## src/ecc_pkg.sv

```systemverilog
// Package of the elevator car controller: codes, register defaults, config struct.
// No dependencies; used by every module of the block.
package ecc_pkg;

  typedef enum logic [2:0] {
    ACT_IDLE    = 3'd0,
    ACT_OPENING = 3'd1,
    ACT_OPENED  = 3'd2,
    ACT_CLOSING = 3'd3,
    ACT_CLOSED  = 3'd4,
    ACT_ACCEL   = 3'd5,
    ACT_MOVING  = 3'd6,
    ACT_SLOWING = 3'd7
  } activity_e;

  typedef enum logic [1:0] {
    DIR_IDLE = 2'd0,
    DIR_UP   = 2'd1,
    DIR_DOWN = 2'd2
  } dir_e;

  typedef enum logic [1:0] {
    MODE_TIMER       = 2'd0,
    MODE_IDLE_CHECK  = 2'd1,
    MODE_CALL        = 2'd2,
    MODE_ARRIVAL     = 2'd3
  } mode_e;

  typedef enum logic [1:0] {
    CALL_HALL_UP   = 2'd0,
    CALL_HALL_DOWN = 2'd1,
    CALL_CAR       = 2'd2
  } call_kind_e;

  typedef enum logic [2:0] {
    REG_DOOR_TEST   = 3'd0,
    REG_DOOR_MOVE   = 3'd1,
    REG_ACCELERATE  = 3'd2,
    REG_UP_FLOOR    = 3'd3,
    REG_DOWN_FLOOR  = 3'd4,
    REG_UP_BRAKE    = 3'd5,
    REG_DOWN_BRAKE  = 3'd6,
    REG_IDLE_WAIT   = 3'd7
  } cfg_index_e;

  localparam int CfgIndexW = 3;
  localparam int TicksW    = 16;
  localparam int HomeFloor = 1;

  // Passengers at or above this count leave no room for waiters to board.
  localparam logic [3:0] CarCapacity = 4'd12;

  localparam logic [TicksW-1:0] RstDoorTest  = 16'd40;
  localparam logic [TicksW-1:0] RstDoorMove  = 16'd20;
  localparam logic [TicksW-1:0] RstAccel     = 16'd15;
  localparam logic [TicksW-1:0] RstUpFloor   = 16'd51;
  localparam logic [TicksW-1:0] RstDownFloor = 16'd61;
  localparam logic [TicksW-1:0] RstUpBrake   = 16'd14;
  localparam logic [TicksW-1:0] RstDownBrake = 16'd23;
  localparam logic [TicksW-1:0] RstIdleWait  = 16'd300;

  typedef struct packed {
    logic [TicksW-1:0] door_test_period;
    logic [TicksW-1:0] door_move_time;
    logic [TicksW-1:0] accelerate_period;
    logic [TicksW-1:0] up_floor_time;
    logic [TicksW-1:0] down_floor_time;
    logic [TicksW-1:0] up_brake_time;
    logic [TicksW-1:0] down_brake_time;
    logic [TicksW-1:0] idle_wait_time;
  } cfg_regs_t;

endpackage

```

## src/elevator_car_controller.sv

```systemverilog
// Single-car elevator controller: one event per transaction, one result per event.
// An accepted event is held in the input register; one pass of next-state logic in
// ecc_core updates the car state and the result lands in the output register in the
// same cycle. A new event can enter every clock unless results stall. The input side
// stays ready while a result waits, until both registers are full. Timing registers are
// written one per cycle on the cfg channel; the user must write them only while no event
// is in flight, which the block does not enforce. Depends on ecc_pkg, ecc_cfg_regs and ecc_core.
module elevator_car_controller #(
  parameter int TOP_FLOOR = 4,
  localparam int FloorW = $clog2(TOP_FLOOR + 1),
  localparam int InDataW = ((FloorW + 8 + 7) / 8) * 8,
  localparam int OutDataW = ((FloorW + 21 + 7) / 8) * 8
) (
  input  logic                               clk_i,
  input  logic                               rst_ni,
  input  logic                               s_axis_tvalid,
  output logic                               s_axis_tready,
  // call_floor, riders_to_exit, up_waiters, down_waiters, load_count, transfer_busy
  input  logic [InDataW-1:0]                 s_axis_tdata,
  // mode, call_kind
  input  logic [3:0]                         s_axis_tuser,
  output logic                               m_axis_tvalid,
  input  logic                               m_axis_tready,
  // activity, direction, car_floor, reload_ticks
  output logic [OutDataW-1:0]                m_axis_tdata,
  // reload_valid
  output logic [0:0]                         m_axis_tuser,
  input  logic                               cfg_valid_i,
  output logic                               cfg_ready_o,
  input  logic [ecc_pkg::CfgIndexW-1:0]      cfg_index_i,
  input  logic [ecc_pkg::TicksW-1:0]         cfg_data_i
);

  ecc_pkg::cfg_regs_t cfg;

  logic                 in_valid_q, in_valid_d;
  ecc_pkg::mode_e       in_mode_q;
  logic [1:0]           in_kind_q;
  logic [FloorW-1:0]    in_floor_q;
  logic                 in_riders_q, in_upw_q, in_dnw_q, in_busy_q;
  logic [3:0]           in_load_q;

  logic                 out_valid_q, out_valid_d;
  ecc_pkg::activity_e   out_act_q;
  ecc_pkg::dir_e        out_dir_q;
  logic [FloorW-1:0]    out_floor_q;
  logic [ecc_pkg::TicksW-1:0] out_ticks_q;
  logic                 out_reload_q;

  ecc_pkg::activity_e   nxt_act;
  ecc_pkg::dir_e        nxt_dir;
  logic [FloorW-1:0]    nxt_floor;
  logic [ecc_pkg::TicksW-1:0] nxt_ticks;
  logic                 nxt_reload;

  logic in_fire, advance;

  // An event is processed when the output register is free or being emptied.
  assign advance       = in_valid_q && (!out_valid_q || m_axis_tready);
  assign s_axis_tready = !in_valid_q || advance;
  assign in_fire       = s_axis_tvalid && s_axis_tready;
  assign cfg_ready_o   = 1'b1;

  always_comb begin
    in_valid_d = in_valid_q;
    if (in_fire) begin
      in_valid_d = 1'b1;
    end else if (advance) begin
      in_valid_d = 1'b0;
    end
    out_valid_d = out_valid_q;
    if (advance) begin
      out_valid_d = 1'b1;
    end else if (m_axis_tready) begin
      out_valid_d = 1'b0;
    end
  end

  always_ff @(posedge clk_i or negedge rst_ni) begin
    if (!rst_ni) begin
      in_valid_q  <= 1'b0;
      out_valid_q <= 1'b0;
    end else begin
      in_valid_q  <= in_valid_d;
      out_valid_q <= out_valid_d;
    end
  end

  always_ff @(posedge clk_i) begin
    if (in_fire) begin
      in_mode_q   <= ecc_pkg::mode_e'(s_axis_tuser[1:0]);
      in_kind_q   <= s_axis_tuser[3:2];
      in_floor_q  <= s_axis_tdata[FloorW-1:0];
      in_riders_q <= s_axis_tdata[FloorW];
      in_upw_q    <= s_axis_tdata[FloorW+1];
      in_dnw_q    <= s_axis_tdata[FloorW+2];
      in_load_q   <= s_axis_tdata[FloorW+6:FloorW+3];
      in_busy_q   <= s_axis_tdata[FloorW+7];
    end
    if (advance) begin
      out_act_q    <= nxt_act;
      out_dir_q    <= nxt_dir;
      out_floor_q  <= nxt_floor;
      out_ticks_q  <= nxt_ticks;
      out_reload_q <= nxt_reload;
    end
  end

  ecc_cfg_regs u_cfg_regs (
    .clk_i       (clk_i),
    .rst_ni      (rst_ni),
    .cfg_valid_i (cfg_valid_i),
    .cfg_index_i (cfg_index_i),
    .cfg_data_i  (cfg_data_i),
    .cfg_o       (cfg)
  );

  ecc_core #(
    .TOP_FLOOR (TOP_FLOOR)
  ) u_core (
    .clk_i            (clk_i),
    .rst_ni           (rst_ni),
    .evt_valid_i      (advance),
    .mode_i           (in_mode_q),
    .call_kind_i      (in_kind_q),
    .call_floor_i     (in_floor_q),
    .riders_to_exit_i (in_riders_q),
    .up_waiters_i     (in_upw_q),
    .down_waiters_i   (in_dnw_q),
    .load_count_i     (in_load_q),
    .transfer_busy_i  (in_busy_q),
    .cfg_i            (cfg),
    .activity_o       (nxt_act),
    .direction_o      (nxt_dir),
    .car_floor_o      (nxt_floor),
    .reload_ticks_o   (nxt_ticks),
    .reload_valid_o   (nxt_reload)
  );

  assign m_axis_tvalid = out_valid_q;
  assign m_axis_tdata  = OutDataW'({out_ticks_q, out_floor_q, out_dir_q, out_act_q});
  assign m_axis_tuser  = out_reload_q;

endmodule

```

## src/ecc_cfg_regs.sv

```systemverilog
// Timing configuration registers of the elevator car controller.
// Depends on ecc_pkg for the register indexes, defaults and cfg_regs_t.
module ecc_cfg_regs (
  input  logic                                  clk_i,
  input  logic                                  rst_ni,
  input  logic                                  cfg_valid_i,
  input  logic [ecc_pkg::CfgIndexW-1:0]         cfg_index_i,
  input  logic [ecc_pkg::TicksW-1:0]            cfg_data_i,
  output ecc_pkg::cfg_regs_t                    cfg_o
);

  ecc_pkg::cfg_regs_t cfg_q, cfg_d;

  always_comb begin
    cfg_d = cfg_q;
    if (cfg_valid_i) begin
      case (ecc_pkg::cfg_index_e'(cfg_index_i))
        ecc_pkg::REG_DOOR_TEST:  cfg_d.door_test_period  = cfg_data_i;
        ecc_pkg::REG_DOOR_MOVE:  cfg_d.door_move_time    = cfg_data_i;
        ecc_pkg::REG_ACCELERATE: cfg_d.accelerate_period = cfg_data_i;
        ecc_pkg::REG_UP_FLOOR:   cfg_d.up_floor_time     = cfg_data_i;
        ecc_pkg::REG_DOWN_FLOOR: cfg_d.down_floor_time   = cfg_data_i;
        ecc_pkg::REG_UP_BRAKE:   cfg_d.up_brake_time     = cfg_data_i;
        ecc_pkg::REG_DOWN_BRAKE: cfg_d.down_brake_time   = cfg_data_i;
        ecc_pkg::REG_IDLE_WAIT:  cfg_d.idle_wait_time    = cfg_data_i;
        default:                 cfg_d = cfg_q;
      endcase
    end
  end

  always_ff @(posedge clk_i or negedge rst_ni) begin
    if (!rst_ni) begin
      cfg_q.door_test_period  <= ecc_pkg::RstDoorTest;
      cfg_q.door_move_time    <= ecc_pkg::RstDoorMove;
      cfg_q.accelerate_period <= ecc_pkg::RstAccel;
      cfg_q.up_floor_time     <= ecc_pkg::RstUpFloor;
      cfg_q.down_floor_time   <= ecc_pkg::RstDownFloor;
      cfg_q.up_brake_time     <= ecc_pkg::RstUpBrake;
      cfg_q.down_brake_time   <= ecc_pkg::RstDownBrake;
      cfg_q.idle_wait_time    <= ecc_pkg::RstIdleWait;
    end else begin
      cfg_q <= cfg_d;
    end
  end

  assign cfg_o = cfg_q;

endmodule

```

## src/ecc_core.sv

```systemverilog
// Car state registers and the single-pass next-state logic for one event.
// Depends on ecc_pkg for activity, direction, event and call codes.
module ecc_core #(
  parameter int TOP_FLOOR = 4,
  localparam int NumFloors = TOP_FLOOR + 1,
  localparam int FloorW = $clog2(NumFloors)
) (
  input  logic                          clk_i,
  input  logic                          rst_ni,
  input  logic                          evt_valid_i,
  input  ecc_pkg::mode_e                mode_i,
  input  logic [1:0]                    call_kind_i,
  input  logic [FloorW-1:0]             call_floor_i,
  input  logic                          riders_to_exit_i,
  input  logic                          up_waiters_i,
  input  logic                          down_waiters_i,
  input  logic [3:0]                    load_count_i,
  input  logic                          transfer_busy_i,
  input  ecc_pkg::cfg_regs_t            cfg_i,
  output ecc_pkg::activity_e            activity_o,
  output ecc_pkg::dir_e                 direction_o,
  output logic [FloorW-1:0]             car_floor_o,
  output logic [ecc_pkg::TicksW-1:0]    reload_ticks_o,
  output logic                          reload_valid_o
);

  localparam logic [FloorW-1:0] TopF  = FloorW'(TOP_FLOOR);
  localparam logic [FloorW-1:0] HomeF = FloorW'(ecc_pkg::HomeFloor);

  ecc_pkg::activity_e     act_q, act_d;
  ecc_pkg::dir_e          dir_q, dir_d;
  logic [FloorW-1:0]      floor_q, floor_d;
  logic                   rev_q, rev_d;
  logic                   entry_q, entry_d;
  logic [NumFloors-1:0]   car_q, car_d;
  logic [NumFloors-1:0]   hup_q, hup_d;
  logic [NumFloors-1:0]   hdn_q, hdn_d;

  function automatic logic [NumFloors-1:0] above_of(input logic [FloorW-1:0] f);
    logic [NumFloors-1:0] r;
    for (int i = 0; i < NumFloors; i++) r[i] = (FloorW'(i) > f);
    return r;
  endfunction

  function automatic logic [NumFloors-1:0] below_of(input logic [FloorW-1:0] f);
    logic [NumFloors-1:0] r;
    for (int i = 0; i < NumFloors; i++) r[i] = (FloorW'(i) < f);
    return r;
  endfunction

  function automatic logic [FloorW-1:0] lowest_set(input logic [NumFloors-1:0] v);
    logic [FloorW-1:0] idx;
    idx = '0;
    for (int i = NumFloors - 1; i >= 0; i--) if (v[i]) idx = FloorW'(i);
    return idx;
  endfunction

  function automatic logic [FloorW-1:0] highest_set(input logic [NumFloors-1:0] v);
    logic [FloorW-1:0] idx;
    idx = '0;
    for (int i = 0; i < NumFloors; i++) if (v[i]) idx = FloorW'(i);
    return idx;
  endfunction

  logic [NumFloors-1:0] fbit, home_bit, all_calls, hall_calls, car_clr;
  logic [NumFloors-1:0] hall_above, hall_below;
  logic [FloorW-1:0]    f_up, f_dn, up_idx, dn_idx, up_dist, dn_dist;
  logic                 room, xfer_pending, clear_up, clear_dn, stop_up, stop_dn;
  logic                 go_up, go_dn, pick_up;
  logic [ecc_pkg::TicksW-1:0] ticks;
  logic                 valid;

  always_comb begin
    fbit       = NumFloors'(1) << floor_q;
    home_bit   = NumFloors'(1) << ecc_pkg::HomeFloor;
    all_calls  = hup_q | hdn_q | car_q;
    hall_calls = hup_q | hdn_q;
    car_clr    = car_q & ~fbit;

    room = load_count_i < ecc_pkg::CarCapacity;
    xfer_pending = riders_to_exit_i || transfer_busy_i ||
                   (up_waiters_i && room && dir_q == ecc_pkg::DIR_UP) ||
                   (down_waiters_i && room && dir_q == ecc_pkg::DIR_DOWN);

    // Floor after one step of travel; the car holds at either end.
    f_up = (floor_q < TopF) ? floor_q + FloorW'(1) : floor_q;
    f_dn = (floor_q != '0) ? floor_q - FloorW'(1) : floor_q;

    clear_up = ~|(all_calls & above_of(f_up));
    clear_dn = ~|(all_calls & below_of(f_dn));
    stop_up  = hup_q[f_up] || car_q[f_up] || ((f_up == HomeF || hdn_q[f_up]) && clear_up);
    stop_dn  = hdn_q[f_dn] || car_q[f_dn] || ((f_dn == HomeF || hup_q[f_dn]) && clear_dn);

    go_up = |(car_clr & above_of(floor_q));
    go_dn = |(car_clr & below_of(floor_q));

    // Nearest hall calls on either side; equal distances favor going up.
    hall_above = hall_calls & above_of(floor_q);
    hall_below = hall_calls & below_of(floor_q);
    up_idx  = lowest_set(hall_above);
    dn_idx  = highest_set(hall_below);
    up_dist = up_idx - floor_q;
    dn_dist = floor_q - dn_idx;
    pick_up = (|hall_above) && (~|hall_below || up_dist <= dn_dist);

    act_d   = act_q;
    dir_d   = dir_q;
    floor_d = floor_q;
    rev_d   = rev_q;
    entry_d = entry_q;
    car_d   = car_q;
    hup_d   = hup_q;
    hdn_d   = hdn_q;
    ticks   = '0;
    valid   = 1'b0;

    case (mode_i)
      ecc_pkg::MODE_TIMER: begin
        valid = 1'b1;
        case (act_q)
          ecc_pkg::ACT_IDLE: begin
            if (floor_q == HomeF) begin
              ticks = cfg_i.idle_wait_time;
            end else begin
              dir_d = (floor_q > HomeF) ? ecc_pkg::DIR_DOWN : ecc_pkg::DIR_UP;
              car_d = car_q | home_bit;
              act_d = ecc_pkg::ACT_ACCEL;
              ticks = cfg_i.accelerate_period;
            end
          end
          ecc_pkg::ACT_OPENING: begin
            entry_d = 1'b1;
            act_d   = ecc_pkg::ACT_OPENED;
            ticks   = cfg_i.door_test_period;
          end
          ecc_pkg::ACT_OPENED: begin
            if (!xfer_pending) begin
              entry_d = 1'b0;
              act_d   = ecc_pkg::ACT_CLOSING;
              ticks   = cfg_i.door_move_time;
            end else begin
              ticks = cfg_i.door_test_period;
            end
          end
          ecc_pkg::ACT_CLOSING: begin
            if (!entry_q) begin
              act_d = ecc_pkg::ACT_CLOSED;
              valid = 1'b0;
            end else begin
              act_d = ecc_pkg::ACT_OPENING;
              ticks = cfg_i.door_move_time;
            end
          end
          ecc_pkg::ACT_CLOSED: begin
            car_d = car_clr;
            if (xfer_pending) begin
              act_d = ecc_pkg::ACT_OPENING;
              ticks = cfg_i.door_move_time;
            end else if (dir_q == ecc_pkg::DIR_UP || dir_q == ecc_pkg::DIR_DOWN) begin
              if (dir_q == ecc_pkg::DIR_UP) begin
                hup_d = up_waiters_i ? (hup_q | fbit) : (hup_q & ~fbit);
              end else begin
                hdn_d = down_waiters_i ? (hdn_q | fbit) : (hdn_q & ~fbit);
              end
              if ((dir_q == ecc_pkg::DIR_UP) ? go_up : go_dn) begin
                act_d = ecc_pkg::ACT_ACCEL;
                ticks = cfg_i.accelerate_period;
              end else begin
                act_d = ecc_pkg::ACT_IDLE;
                dir_d = ecc_pkg::DIR_IDLE;
                ticks = cfg_i.idle_wait_time;
              end
            end else begin
              valid = 1'b0;
            end
          end
          ecc_pkg::ACT_ACCEL: begin
            act_d = ecc_pkg::ACT_MOVING;
            ticks = (dir_q == ecc_pkg::DIR_UP) ? cfg_i.up_floor_time : cfg_i.down_floor_time;
          end
          ecc_pkg::ACT_MOVING: begin
            if (dir_q == ecc_pkg::DIR_UP) begin
              floor_d = f_up;
              if (f_up >= TopF) begin
                rev_d = 1'b1;
                act_d = ecc_pkg::ACT_SLOWING;
                ticks = cfg_i.up_brake_time;
              end else if (stop_up) begin
                if (hdn_q[f_up] && clear_up) rev_d = 1'b1;
                act_d = ecc_pkg::ACT_SLOWING;
                ticks = cfg_i.up_brake_time;
              end else begin
                ticks = cfg_i.up_floor_time;
              end
            end else if (dir_q == ecc_pkg::DIR_DOWN) begin
              floor_d = f_dn;
              if (f_dn == '0) begin
                rev_d = 1'b1;
                act_d = ecc_pkg::ACT_SLOWING;
                ticks = cfg_i.down_brake_time;
              end else if (stop_dn) begin
                if (hup_q[f_dn] && clear_dn) rev_d = 1'b1;
                act_d = ecc_pkg::ACT_SLOWING;
                ticks = cfg_i.down_brake_time;
              end else begin
                ticks = cfg_i.down_floor_time;
              end
            end else begin
              valid = 1'b0;
            end
          end
          default: begin
            // Slowing always ends with the door opening at the current floor.
            car_d = car_clr;
            act_d = ecc_pkg::ACT_OPENING;
            ticks = cfg_i.door_move_time;
            if (dir_q == ecc_pkg::DIR_UP) begin
              if (rev_q) dir_d = ecc_pkg::DIR_DOWN;
              rev_d = 1'b0;
            end else if (dir_q == ecc_pkg::DIR_DOWN) begin
              if (rev_q) dir_d = ecc_pkg::DIR_UP;
              rev_d = 1'b0;
            end
          end
        endcase
      end
      ecc_pkg::MODE_IDLE_CHECK: begin
        if (act_q == ecc_pkg::ACT_IDLE) begin
          if (hup_q[floor_q]) begin
            hup_d = hup_q & ~fbit;
            act_d = ecc_pkg::ACT_OPENING;
            dir_d = ecc_pkg::DIR_UP;
            ticks = cfg_i.door_move_time;
            valid = 1'b1;
          end else if (hdn_q[floor_q]) begin
            hdn_d = hdn_q & ~fbit;
            act_d = ecc_pkg::ACT_OPENING;
            dir_d = ecc_pkg::DIR_DOWN;
            ticks = cfg_i.door_move_time;
            valid = 1'b1;
          end else if (|hall_above || |hall_below) begin
            dir_d = pick_up ? ecc_pkg::DIR_UP : ecc_pkg::DIR_DOWN;
            act_d = ecc_pkg::ACT_ACCEL;
            ticks = cfg_i.accelerate_period;
            valid = 1'b1;
          end
        end
      end
      ecc_pkg::MODE_CALL: begin
        if (call_floor_i <= TopF) begin
          case (ecc_pkg::call_kind_e'(call_kind_i))
            ecc_pkg::CALL_HALL_UP:   hup_d = hup_q | (NumFloors'(1) << call_floor_i);
            ecc_pkg::CALL_HALL_DOWN: hdn_d = hdn_q | (NumFloors'(1) << call_floor_i);
            ecc_pkg::CALL_CAR:       car_d = car_q | (NumFloors'(1) << call_floor_i);
            default:                 car_d = car_q;
          endcase
        end
      end
      default: begin
        if (act_q == ecc_pkg::ACT_CLOSING) entry_d = 1'b1;
      end
    endcase
  end

  always_ff @(posedge clk_i or negedge rst_ni) begin
    if (!rst_ni) begin
      act_q   <= ecc_pkg::ACT_IDLE;
      dir_q   <= ecc_pkg::DIR_IDLE;
      floor_q <= HomeF;
      rev_q   <= 1'b0;
      entry_q <= 1'b0;
      car_q   <= '0;
      hup_q   <= '0;
      hdn_q   <= '0;
    end else if (evt_valid_i) begin
      act_q   <= act_d;
      dir_q   <= dir_d;
      floor_q <= floor_d;
      rev_q   <= rev_d;
      entry_q <= entry_d;
      car_q   <= car_d;
      hup_q   <= hup_d;
      hdn_q   <= hdn_d;
    end
  end

  assign activity_o     = act_d;
  assign direction_o    = dir_d;
  assign car_floor_o    = floor_d;
  assign reload_ticks_o = ticks;
  assign reload_valid_o = valid;

endmodule

```

## config.mk

```make
export PLATFORM = sky130hd
export DESIGN_NAME = elevator_car_controller
export DESIGN_NICKNAME = d
export VERILOG_FILES = /design/src/ecc_pkg.sv /design/src/elevator_car_controller.sv /design/src/ecc_cfg_regs.sv /design/src/ecc_core.sv
export SDC_FILE = /design/constraint.sdc
export NUM_CORES = 1
export LEC_CHECK = 0
export BUFFER_PORTS_ARGS = -buffer_cell sky130_fd_sc_hd__buf_2
export CAP_MARGIN = 25
export CORE_MARGIN = 2
export CORE_UTILIZATION = 45
export CTS_CLUSTER_DIAMETER = 120
export CTS_CLUSTER_SIZE = 10
export DETAILED_ROUTE_END_ITERATION = 6
export GPL_TIMING_DRIVEN = 0
export HOLD_SLACK_MARGIN = 0.06
export PLACE_DENSITY_LB_ADDON = 0.12
export SETUP_SLACK_MARGIN = 0.2
export SYNTH_ARGS = -nofsm -noshare
export SYNTH_HDL_FRONTEND = slang
export SYNTH_SLANG_ARGS = --single-unit
```

## constraint.sdc

```tcl
create_clock -name clk_i -period 4.9 [get_ports clk_i]
set_clock_uncertainty 0.2 [all_clocks]
set_input_delay 0.98 -clock clk_i [delete_from_list [all_inputs] [get_ports clk_i]]
set_output_delay 0.98 -clock clk_i [all_outputs]
set_load 0.005 [all_outputs]
```

==> Word-level counts from Yosys, hierarchy flattened <==
Cells that the tools add are included.
{ "totals": {"register_bits": 195, "out_inout_bits": 28, "word_cells": 336} }
{ "classes": {"n_addsub": 4, "magnitude_cmp": 29, "eq_ne": 44, "shift": 2, "n_mux": 141, "n_bitwise": 19, "reduce_logical": 65} }
{ "ops": {"columns": ["op", "count"], "rows": [
  ["$mux 16", 17],
  ["$pmux 16 s7", 1],
  ["$mux 5", 21],
  ["$mux 3", 28],
  ["$and 5x5->5", 9],
  ["$mux 1", 35],
  ["$or 5x5->5", 7],
  ["$reduce_or 5->1", 7],
  ["$mux 2", 17],
  ["$pmux 16 s2", 1],
  ["$pmux 5 s3", 2],
  ["$bmux 1 s3", 8],
  ["$eq 3x3->1 const B", 7],
  ["$pmux 3 s7", 1],
  ["$pmux 5 s2", 2],
  ["$ne 2x2->1 const B", 9],
  ["$reduce_and 2->1", 8],
  ["$eq 3x1->1 const B", 5],
  ["$logic_or 1x1->1", 14],
  ["$eq 3x2->1 const B", 4],
  ["$gt 1x3->1 const A", 4],
  ["$gt 2x3->1 const A", 4],
  ["$lt 1x3->1 const A", 4],
  ["$lt 2x3->1 const A", 4],
  ["40 further kinds", 85]
]} }

==> Longest topological paths before layout <==
Gate-level depths: netlist (run 1).
{ "logic_depth": {"word_depth": 17, "ltp_mapped": 19} }

==> Cells and area by module <==
Synthesis (run 1) repeated with hierarchy kept, for this count alone.
{ "unflattened": {"cells_unflattened": 983, "area_unflattened_um2": 11159.5} }
{ "by_module_without_submodules": {"columns": ["mod", "n_inst", "cells_each", "area_each_um2"], "rows": [
  ["ecc_cfg_regs", 1, 279, 4949.7],
  ["ecc_core", 1, 654, 4893.4],
  ["elevator_car_controller", 1, 50, 1316.3]
]} }

==> Worst setup path before layout (run 1) <==
No wires, ideal clock.
{ "synth_path": {"kind": "reg-to-reg", "start": "register u_core.floor_q[0]", "end": "register u_core.dir_q[0]", "setup_ns": 0.126, "arrival_ns": 3.870, "slack_ns": 0.704, "path_stages_with_launch": 20, "n_path_buf": 3, "synth_period_minus_slack_ns": 4.196, "path_cell_list": "dfstp_2 > buf_2 > inv_1 > ha_1 > buf_4 > buf_2 > o21bai_1 > o21ai_0 > ha_1 > inv_1 > fa_1 > xor2_1 > xnor2_1 > ha_1 > o21a_1 > o21ai_0 > a311o_1 > o2bb2ai_1 > o211ai_1 > mux2_2"} }
{ "synth_via": {"elab_chain_len": 17, "elab_cells_between_ends": 56, "classes_between": "2 x add/sub; 12 x order compare; 1 x eq/ne; 1 x shift; 26 x mux; 6 x bitwise; 8 x reduce/logical"} }
{ "synth_rtl": {"columns": ["item", "line", "source"], "rows": [
  ["start: declaration", "ecc_core.sv:32", "logic [FloorW-1:0] floor_q, floor_d;"],
  ["start signal: assignment", "ecc_core.sv:269", "floor_q <= HomeF;"],
  ["start signal: assignment", "ecc_core.sv:278", "floor_q <= floor_d;"],
  ["$gt 3x3->1", "ecc_core.sv:41", "for (int i = 0; i < NumFloors; i++) r[i] = (FloorW'(i) > f);"],
  ["$and 5x5->5", "ecc_core.sv:98", "hall_above = hall_calls & above_of(floor_q);"],
  ["$mux 3 (5 in series)", "ecc_core.sv:54", "for (int i = NumFloors - 1; i >= 0; i--) if (v[i]) idx = FloorW'(i);"],
  ["$sub 3x3->3", "ecc_core.sv:102", "up_dist = up_idx - floor_q;"],
  ["$le 3x3->1", "ecc_core.sv:104", "pick_up = (|hall_above) && (~|hall_below || up_dist <= dn_dist);"],
  ["$logic_or 1x1->1", "ecc_core.sv:104", null],
  ["$logic_and 1x1->1", "ecc_core.sv:104", null],
  ["$mux 2", "ecc_core.sv:242", "dir_d = pick_up ? ecc_pkg::DIR_UP : ecc_pkg::DIR_DOWN;"],
  ["$mux 2", "ecc_core.sv:241", "end else if (|hall_above || |hall_below) begin"],
  ["$mux 2", "ecc_core.sv:235", "end else if (hdn_q[floor_q]) begin"],
  ["$mux 2", "ecc_core.sv:229", "if (hup_q[floor_q]) begin"],
  ["$mux 2", "ecc_core.sv:228", "if (act_q == ecc_pkg::ACT_IDLE) begin"],
  ["$pmux 2 s2 (*)", "ecc_core.sv:117", "case (mode_i)"],
  ["via nxt_dir[0]", "elevator_car_controller.sv:51", "ecc_pkg::dir_e nxt_dir;"],
  ["end signal: assignment", "ecc_core.sv:268", "dir_q <= ecc_pkg::DIR_IDLE;"],
  ["end signal: assignment", "ecc_core.sv:277", "dir_q <= dir_d;"],
  ["end: declaration", "ecc_core.sv:31", "ecc_pkg::dir_e dir_q, dir_d;"]
]} }
The timed path passes the listed nets; every way through them passes the cells marked *. The select of a mux whose other input is x is not followed.
A chain may end at the register's enable or synchronous reset.

==> Worst setup path after layout (run 1) <==
{ "layout_path": {"start": "register u_core.floor_q[0]", "end": "register out_dir_q[0] (data pin)"} }
{ "layout_via": {"elab_chain_len": 17, "elab_cells_between_ends": 56, "classes_between": "2 x add/sub; 12 x order compare; 1 x eq/ne; 1 x shift; 26 x mux; 6 x bitwise; 8 x reduce/logical"} }
{ "layout_rtl": {"columns": ["item", "line", "source"], "rows": [
  ["$gt 3x3->1", "ecc_core.sv:41", null],
  ["$and 5x5->5", "ecc_core.sv:98", null],
  ["$mux 3 (5 in series)", "ecc_core.sv:54", null],
  ["$sub 3x3->3", "ecc_core.sv:102", null],
  ["$le 3x3->1", "ecc_core.sv:104", null],
  ["$logic_or 1x1->1", "ecc_core.sv:104", null],
  ["$logic_and 1x1->1", "ecc_core.sv:104", null],
  ["$mux 2", "ecc_core.sv:242", null],
  ["$mux 2", "ecc_core.sv:241", null],
  ["$mux 2", "ecc_core.sv:235", null],
  ["$mux 2", "ecc_core.sv:229", null],
  ["$mux 2", "ecc_core.sv:228", null],
  ["$pmux 2 s2 (*)", "ecc_core.sv:117", null],
  ["via nxt_dir[0]", "elevator_car_controller.sv:51", null],
  ["end signal: assignment", "elevator_car_controller.sv:102", "out_dir_q <= nxt_dir;"],
  ["end: declaration", "elevator_car_controller.sv:45", "ecc_pkg::dir_e out_dir_q;"]
]} }
Marks and branches as above.

==> impl_results.md, run 1 <==
- Outcome: complete, no violations
- Site row count: 59
- GP Congestion: 0.952
- Fin. Hold Viols: 0
- Switch share: 43.4%
- CP startpoint kind: register
- Slowest cell delay on critical path: 0.58 ns
- Num CTS Buffers: 17
- Pwr dens: 605 nW/um^2
- Crit path max-delay cell type: dfstp_2
- Mapped Cells: 1102
- Clock Tree Root: clkbuf_16
- RSZ-0062 raised after global routing: no
- Min cycle time layout: 4.49 ns
- Seq cells post-synth: 193
- Post-synthesis net count: 1165
- Max VDD drop: 510 uV
- Port Buffers: 59
- Antenna viol nets, final: 0
- Die Area: 27500 um^2
- P&R area growth vs syn: 12.3%
- Max Freq: 0.223 GHz
- Clk Latency, worst-skew pair: 0.45 ns
- Layout cells sized above 1: 28.4%
- Number of buffers and inverters on the critical path: 6
- Arrival time at the worst endpoint: 4.50 ns
- Number of antenna violations at the first check in global routing: 0
- Hold Crit Class: primary input to asynchronous set/reset pin
- Fin nets: 1253
- Top_reg_cell synth: dfrtp_1
- Slew Viols, Final: 0
- Detailed Route Iter0 Violations: 865
- Async set or reset register ratio after synthesis: 80.3%
- Max H-tree Level: 4
- Synth cell types: 91
- First-pass GRT wire length: 55600 um
- Die H: 166 um
- CTS max path bufs: 2
- Logic pwr share: 52.8%
- CTS tree: done
- Top Family by Delay on Critical Path: compound AO/OA/AOI/OAI gates
- Vias in the first global route: 9453
- Via Count: 9580
- WS Path Type: register to register
- Diode count: 0
- Clock share of power: 17.6%
- DIE WIDTH: 166 um
- CP Cell Sequence: buf_6, clkinvlp_4, ha_1, buf_4, buf_2, o21bai_2, o21ai_1, ha_1, inv_1, fa_1, xor2_1, xnor2_1, ha_1, o21a_1, o21ai_0, a311o_1, o2bb2ai_1, o211ai_1, buf_4
- Wire per inst: 23.3 um
- Sequential power share: 29.6%
- Core footprint: 25900 um^2
- Leak: 0.00525 uW
- Crit path capture type: register
- Grt ovf: 0
- Most frequent cells in the layout: 143 x mux2_2, 125 x dfrtp_1, 75 x buf_2
- Setup crit start: u_core.floor_q[0]
- Worst path required time: 4.91 ns
- Cell Area, Synth: 11800 um^2
- Most common cell after layout, fill and taps aside: mux2_2
- Critical-path maximum fanout: 10
- Worst slew pin tran: 1.05 ns
- Seq/Total Area, Yosys: 42.9%
- Setup TNS: 0 ns
- Final setup violation count: 0
- Total power: 8010 uW
- Max_cap viols: 0
- Relative slew slack: 29.4%
- Num ports: 72
- DRC viols: 0
- Mean Syn Cell Area: 10.7 um^2
- Final WL: 35900 um
- Switching power: 3480 uW
- Clock transition at path regs: 0.08 ns
- CTS Sinks: 193
- Hold Buf Count CTS: 0
- Most used cell, CP: ha_1
- RR Startpoint: u_core.floor_q[0]
- Hpwl dp: 24600 um
- Final period util: 91.6%
- Post-synth EDFFs: 38
- Pre-antenna DRT Iters: 6
- P_int: 4530 uW
- Largest net degree at the start of global routing: 114
- DR vias/cell: 6.23
- Initial Util: 45.5%
- Final core utilization: 51.1%
- Synth warn: 0
- Fill cells: 2389
- Tot GR Track Use: 26.0%
==> routing by layer <==
layer / up-vias / GRT usage, % / wire length (um)
met1: 4762 / 35.0 / 15800
met5: - / 0 / 0
met3: 104 / 3.91 / 2190
met2: 384 / 42.2 / 16600
met4: 0 / 10.5 / 1330
li1: 4330 / - / -
==> synthesized netlist by cell type, drive strengths merged, types with 10 or more instances <==
| cell type | number | share of area (%) |
|---|---|---|
| mux2 | 144 | 14 |
| dfrtp | 126 | 27 |
| nand2 | 68 | 2.2 |
| mux2i | 63 | 5.4 |
| o21ai | 63 | 2.7 |
| a21oi | 58 | 2.5 |
| nor2 | 54 | 1.7 |
| clkbuf | 48 | 1.5 |
| o211ai | 42 | 2.8 |
| a221o | 41 | 3.5 |
| edfxtp | 38 | 9.7 |
| buf | 33 | 1.8 |
| dfstp | 29 | 6.5 |
| nand3 | 27 | 1.2 |
| nor2b | 27 | 1.4 |
| a21o | 21 | 1.3 |
| inv | 20 | 0.64 |
| o21a | 20 | 1.3 |
| ha | 17 | 1.8 |
| nor3 | 16 | 0.86 |
| nand2b | 15 | 0.80 |
| o22ai | 10 | 0.53 |
==> power groups by stage <==
stage	clock network, uW	registers [uW]	logic, uW
floorplan	0	2300	3000
global placement	0	2390	4080
detailed placement	0	2400	4120
CTS	1430	2370	4170
global route	1490	2420	4580
finish	1410	2370	4230
==> final timing paths <==
path	endpoint	slack [ns]	cells past startpoint
max in group asynchronous	u_core.floor_q[1]	3.31	2
worst min register to register	m_axis_tvalid	0.31	1
worst min-delay path	u_cfg_regs.cfg_o[27]	0.22	1
min in group clk_i	m_axis_tvalid	0.31	1
worst max-delay path	out_dir_q[0]	0.41	19
worst max register to register	out_dir_q[0]	0.41	19
==> sequential cells by signal, indices dropped and copies added (netlist names), 3 cells and up, named ones only <==
signal,count
out_act_q,3
u_core.floor_q,3
u_core.act_q,3
u_core.car_q,5
u_cfg_regs.cfg_o,128
in_floor_q,3
out_ticks_q,16
out_floor_q,3
==> metrics by stage <==
step | setup WS [ns] | cell area, um^2 | hold WS (ns) | cells
2_1_floorplan | 0.704 | 11800 | 0.257 | 1102
3_3_place_gp | -0.133 | 12500 | 0.280 | 1496
3_5_place_dp | -0.169 | 12600 | 0.290 | 1502
4_1_cts | 0.204 | 13200 | 0.232 | 1537
5_1_grt | 0.209 | 13200 | 0.241 | 1538
6_report | 0.411 | 13200 | 0.221 | 1538
==> layout make-up <==
cell class / count / area, um^2 / area share (%)
multi-input combinational: 807 / 6270 / 47.4
clock buffer: 18 / 429 / 3.24
tap: 335 / 419 / 3.17
timing repair buffer: 69 / 413 / 3.12
clock inverter: 14 / 153 / 1.15
buffer: 81 / 400 / 3.03
sequential: 193 / 5060 / 38.2
inverter: 21 / 86.3 / 0.653
==> kinds of logic (layout without fill, tap and decap cells) <==
family,after synthesis,in the layout,synth area share [%]
multiplexers,208,208,19.3
adder cells (fa/ha/maj),19,19,2.14
AO/OA/AOI/OAI,319,319,19.9
AND/OR/NAND/NOR,255,255,11.3
other,1,1,0.0318
flip-flops,193,193,42.9
buffers and inverters,102,203,4.00
XOR/XNOR,5,5,0.435
==> what timing repair did <==
action / CTS / global route
gates cloned: 0 / 0
endpoints found under the setup margin: 4 / 4
buffers inserted: 3 / 1
resized for setup: 5 / 3
pin swaps: 1 / 2
Power figures use the tool's default switching activity.
==> inputs of run 2 (changes only) <==
Settings changed: ABC_AREA from default to 1, CTS_CLUSTER_DIAMETER 120 to 100.
==> run 2 against run 1 <==
Core utilization is 0.058 points lower. Final cell count is 34% higher. Critical endpoint unchanged. Wire length is 18% higher. First-iteration DRC count is 63% higher. Hold slack worse by 0.0050 ns. Largest power group unchanged. Die area is 0.65% higher. Sequential power hardly changed. Synthesized cell count is 48% higher. Count of clock-buffer cells in the layout is 1 higher.
==> impl_results.md, run 2 <==
- Clock share of power: 17.7%
- Via Count: 11900
- Fin nets: 1778
- Number of buffers and inverters on the critical path: 4
- Wire per inst: 20.5 um
- Switching power: 4250 uW
- Core footprint: 26000 um^2
- Crit path max-delay cell type: dfstp_2
- Post-synthesis net count: 1695
- Outcome: complete, no violations
- PostCTS Resize Cnt: 0
- Num CTS Buffers: 17
- Relative slew slack: 38.4%
- Hold Crit Class: primary input to asynchronous set/reset pin
- CP Cell Sequence: buf_4, inv_2, ha_1, nand2_4, nand3_1, o21ai_0, ha_1, inv_1, fa_1, xnor2_1, xor2_1, inv_1, ha_1, nand3b_1, a32oi_1, o21a_1, nor2_1, o21ai_0, nand2_1, nand2_1, nand3_2
- CTS Sinks: 193
- Logic pwr share: 54.5%
- Cell Area, Synth: 11900 um^2
- Min cycle time layout: 4.32 ns
- Final period util: 88.1%
- Mean Syn Cell Area: 7.27 um^2
- Async set or reset register ratio after synthesis: 80.3%
- P_int: 4240 uW
- Synth warn: 0
- Fin. Hold Viols: 0
- Hpwl dp: 32700 um
- Max H-tree Level: 4
- Post CTS Setup Buffer Count: 0
- Seq cells post-synth: 193
- P&R area growth vs syn: 11.7%
- Largest net degree at the start of global routing: 107
- Arrival time at the worst endpoint: 4.31 ns
- Yosys top cell area share: 26.6%
- Final WL: 42300 um
- Mapped Cells: 1632
- Worst path required time: 4.89 ns
- Slowest cell delay on critical path: 0.63 ns
- CTS tree: done
- Detailed Route Iter0 Violations: 1409
- Crit path capture type: register
- Synth cell types: 52
- Hold Buf Count CTS: 0
- Antenna viol nets, final: 0
- Tot GR Track Use: 30.8%
- CP startpoint kind: register
- Most frequent cells in the layout: 452 x nand2_1, 229 x o21ai_0, 170 x inv_1
- Pwr dens: 640 nW/um^2
- Final setup violation count: 0
- Max Freq: 0.232 GHz
- Vias in the first global route: 11200
- Most common cell after layout, fill and taps aside: nand2_1
- Clock transition at path regs: 0.08 ns
- Top_reg_cell synth: dfrtp_1
- Number of antenna violations at the first check in global routing: 3
- Worst slew pin tran: 0.917 ns
- DR vias/cell: 5.77
- CTS max path bufs: 2
- Slew Viols, Final: 0
- Max VDD drop: 327 uV
- Clk Latency, worst-skew pair: 0.45 ns
- Initial Util: 45.7%
- RSZ-0062 raised after global routing: no
- Max_cap viols: 0
- Most common cell in the netlist: nand2_1
- DIE WIDTH: 166 um
- First-pass GRT wire length: 65800 um
- Num ports: 72
- Sequential power share: 27.7%
- Layout cells sized above 1: 11.1%
- Clock Tree Root: clkbuf_16
- Port Buffers: 63
- Yosys top cell by area: dfrtp_1
- GP Congestion: 1.00
- Seq/Total Area, Yosys: 42.6%
- Ranking of synthesized cells by area: dfrtp_1 27%, nand2_1 14%, o21ai_0 9.7%
- Setup TNS: 0 ns
- WS Path Type: register to register
- Grt ovf: 0
- Post-synth EDFFs: 38
- Diode count: 0
- Switch share: 50.0%
- Critical-path maximum fanout: 11
- Largest register FFs: 128
- Die H: 166 um
- Leak: 0.00613 uW
- Site row count: 59
- Die Area: 27700 um^2
- Top Family by Delay on Critical Path: adder cells
- Fill cells: 2689
- DRC viols: 0
- Total power: 8480 uW
- Most used cell, CP: ha_1
- Pre-antenna DRT Iters: 6
- Synth top cells by count: 452 x nand2_1, 229 x o21ai_0, 170 x inv_1, 126 x dfrtp_1, 124 x a21oi_1
- Min Hold Slack: 0.216 ns
==> run 2: per-stage QoR <==
stage / setup slack, ns / instances / area [um^2] / util, %
detailed placement: 0.608 / 2031 / 12600 / 48.6
floorplan: 1.09 / 1632 / 11900 / -
global route: 0.309 / 2063 / 13300 / 51.0
CTS: 0.591 / 2063 / 13300 / 51.0
finish: 0.583 / 2063 / 13300 / 51.0
global placement: 0.151 / 2030 / 12600 / 48.5
==> run 2: cell families after synthesis <==
| kind of cell | share of synthesized area (%) |
|---|---|
| compound gates | 19.9 |
| fa+ha+maj | 2.13 |
| mux | 0.0844 |
| flops | 42.6 |
| simple gates | 26.1 |
| xor+xnor | 0.221 |
| other cells | 0.0316 |
| buf+inv | 8.91 |
==> run 2: area by class of cell <==
type / instances / area, um^2 / share of cell area, %
plain buffers: 80 / 360 / 2.72
clock buffers: 19 / 455 / 3.44
clock inverters: 13 / 159 / 1.20
inverters: 186 / 698 / 5.27
multi-input cells: 1173 / 5750 / 43.4
flip-flops and latches: 193 / 5060 / 38.2
well taps: 335 / 419 / 3.16
repair buffers: 64 / 353 / 2.66
==> run 2: worst paths after layout <==
check	start	endpoint	slack, ns	cells past startpoint
setup / recovery	u_core.floor_q[0]	out_dir_q[0]	0.58	21
hold / removal	rst_ni	u_cfg_regs.cfg_o[57]	0.22	1
setup reg to reg	u_core.floor_q[0]	out_dir_q[0]	0.58	21
hold reg to reg	u_cfg_regs.cfg_o[48]	u_cfg_regs.cfg_o[48]	0.29	2
max in group asynchronous	rst_ni	u_cfg_regs.cfg_o[5]	3.40	2
min in group clk_i	u_cfg_regs.cfg_o[48]	u_cfg_regs.cfg_o[48]	0.29	2
==> run 2: routing by layer <==
metal	wire length, um	global-route usage, %	part of all wire [%]
met4	1810	12.7	4.3
met2	19100	48.9	45
met5	13	0	0.031
met1	18200	42.1	43
met3	3140	5.12	7.4
==> run 2: power by group through the flow <==
stage          Combinational [uW]  Clock [uW]  Sequential, uW
2_1_floorplan                3180           0            2290
3_3_place_gp                 4440           0            2370
3_5_place_dp                 4500           0            2370
4_1_cts                      4530        1500            2340
5_1_grt                      5100        1580            2390
6_report                     4630        1500            2350
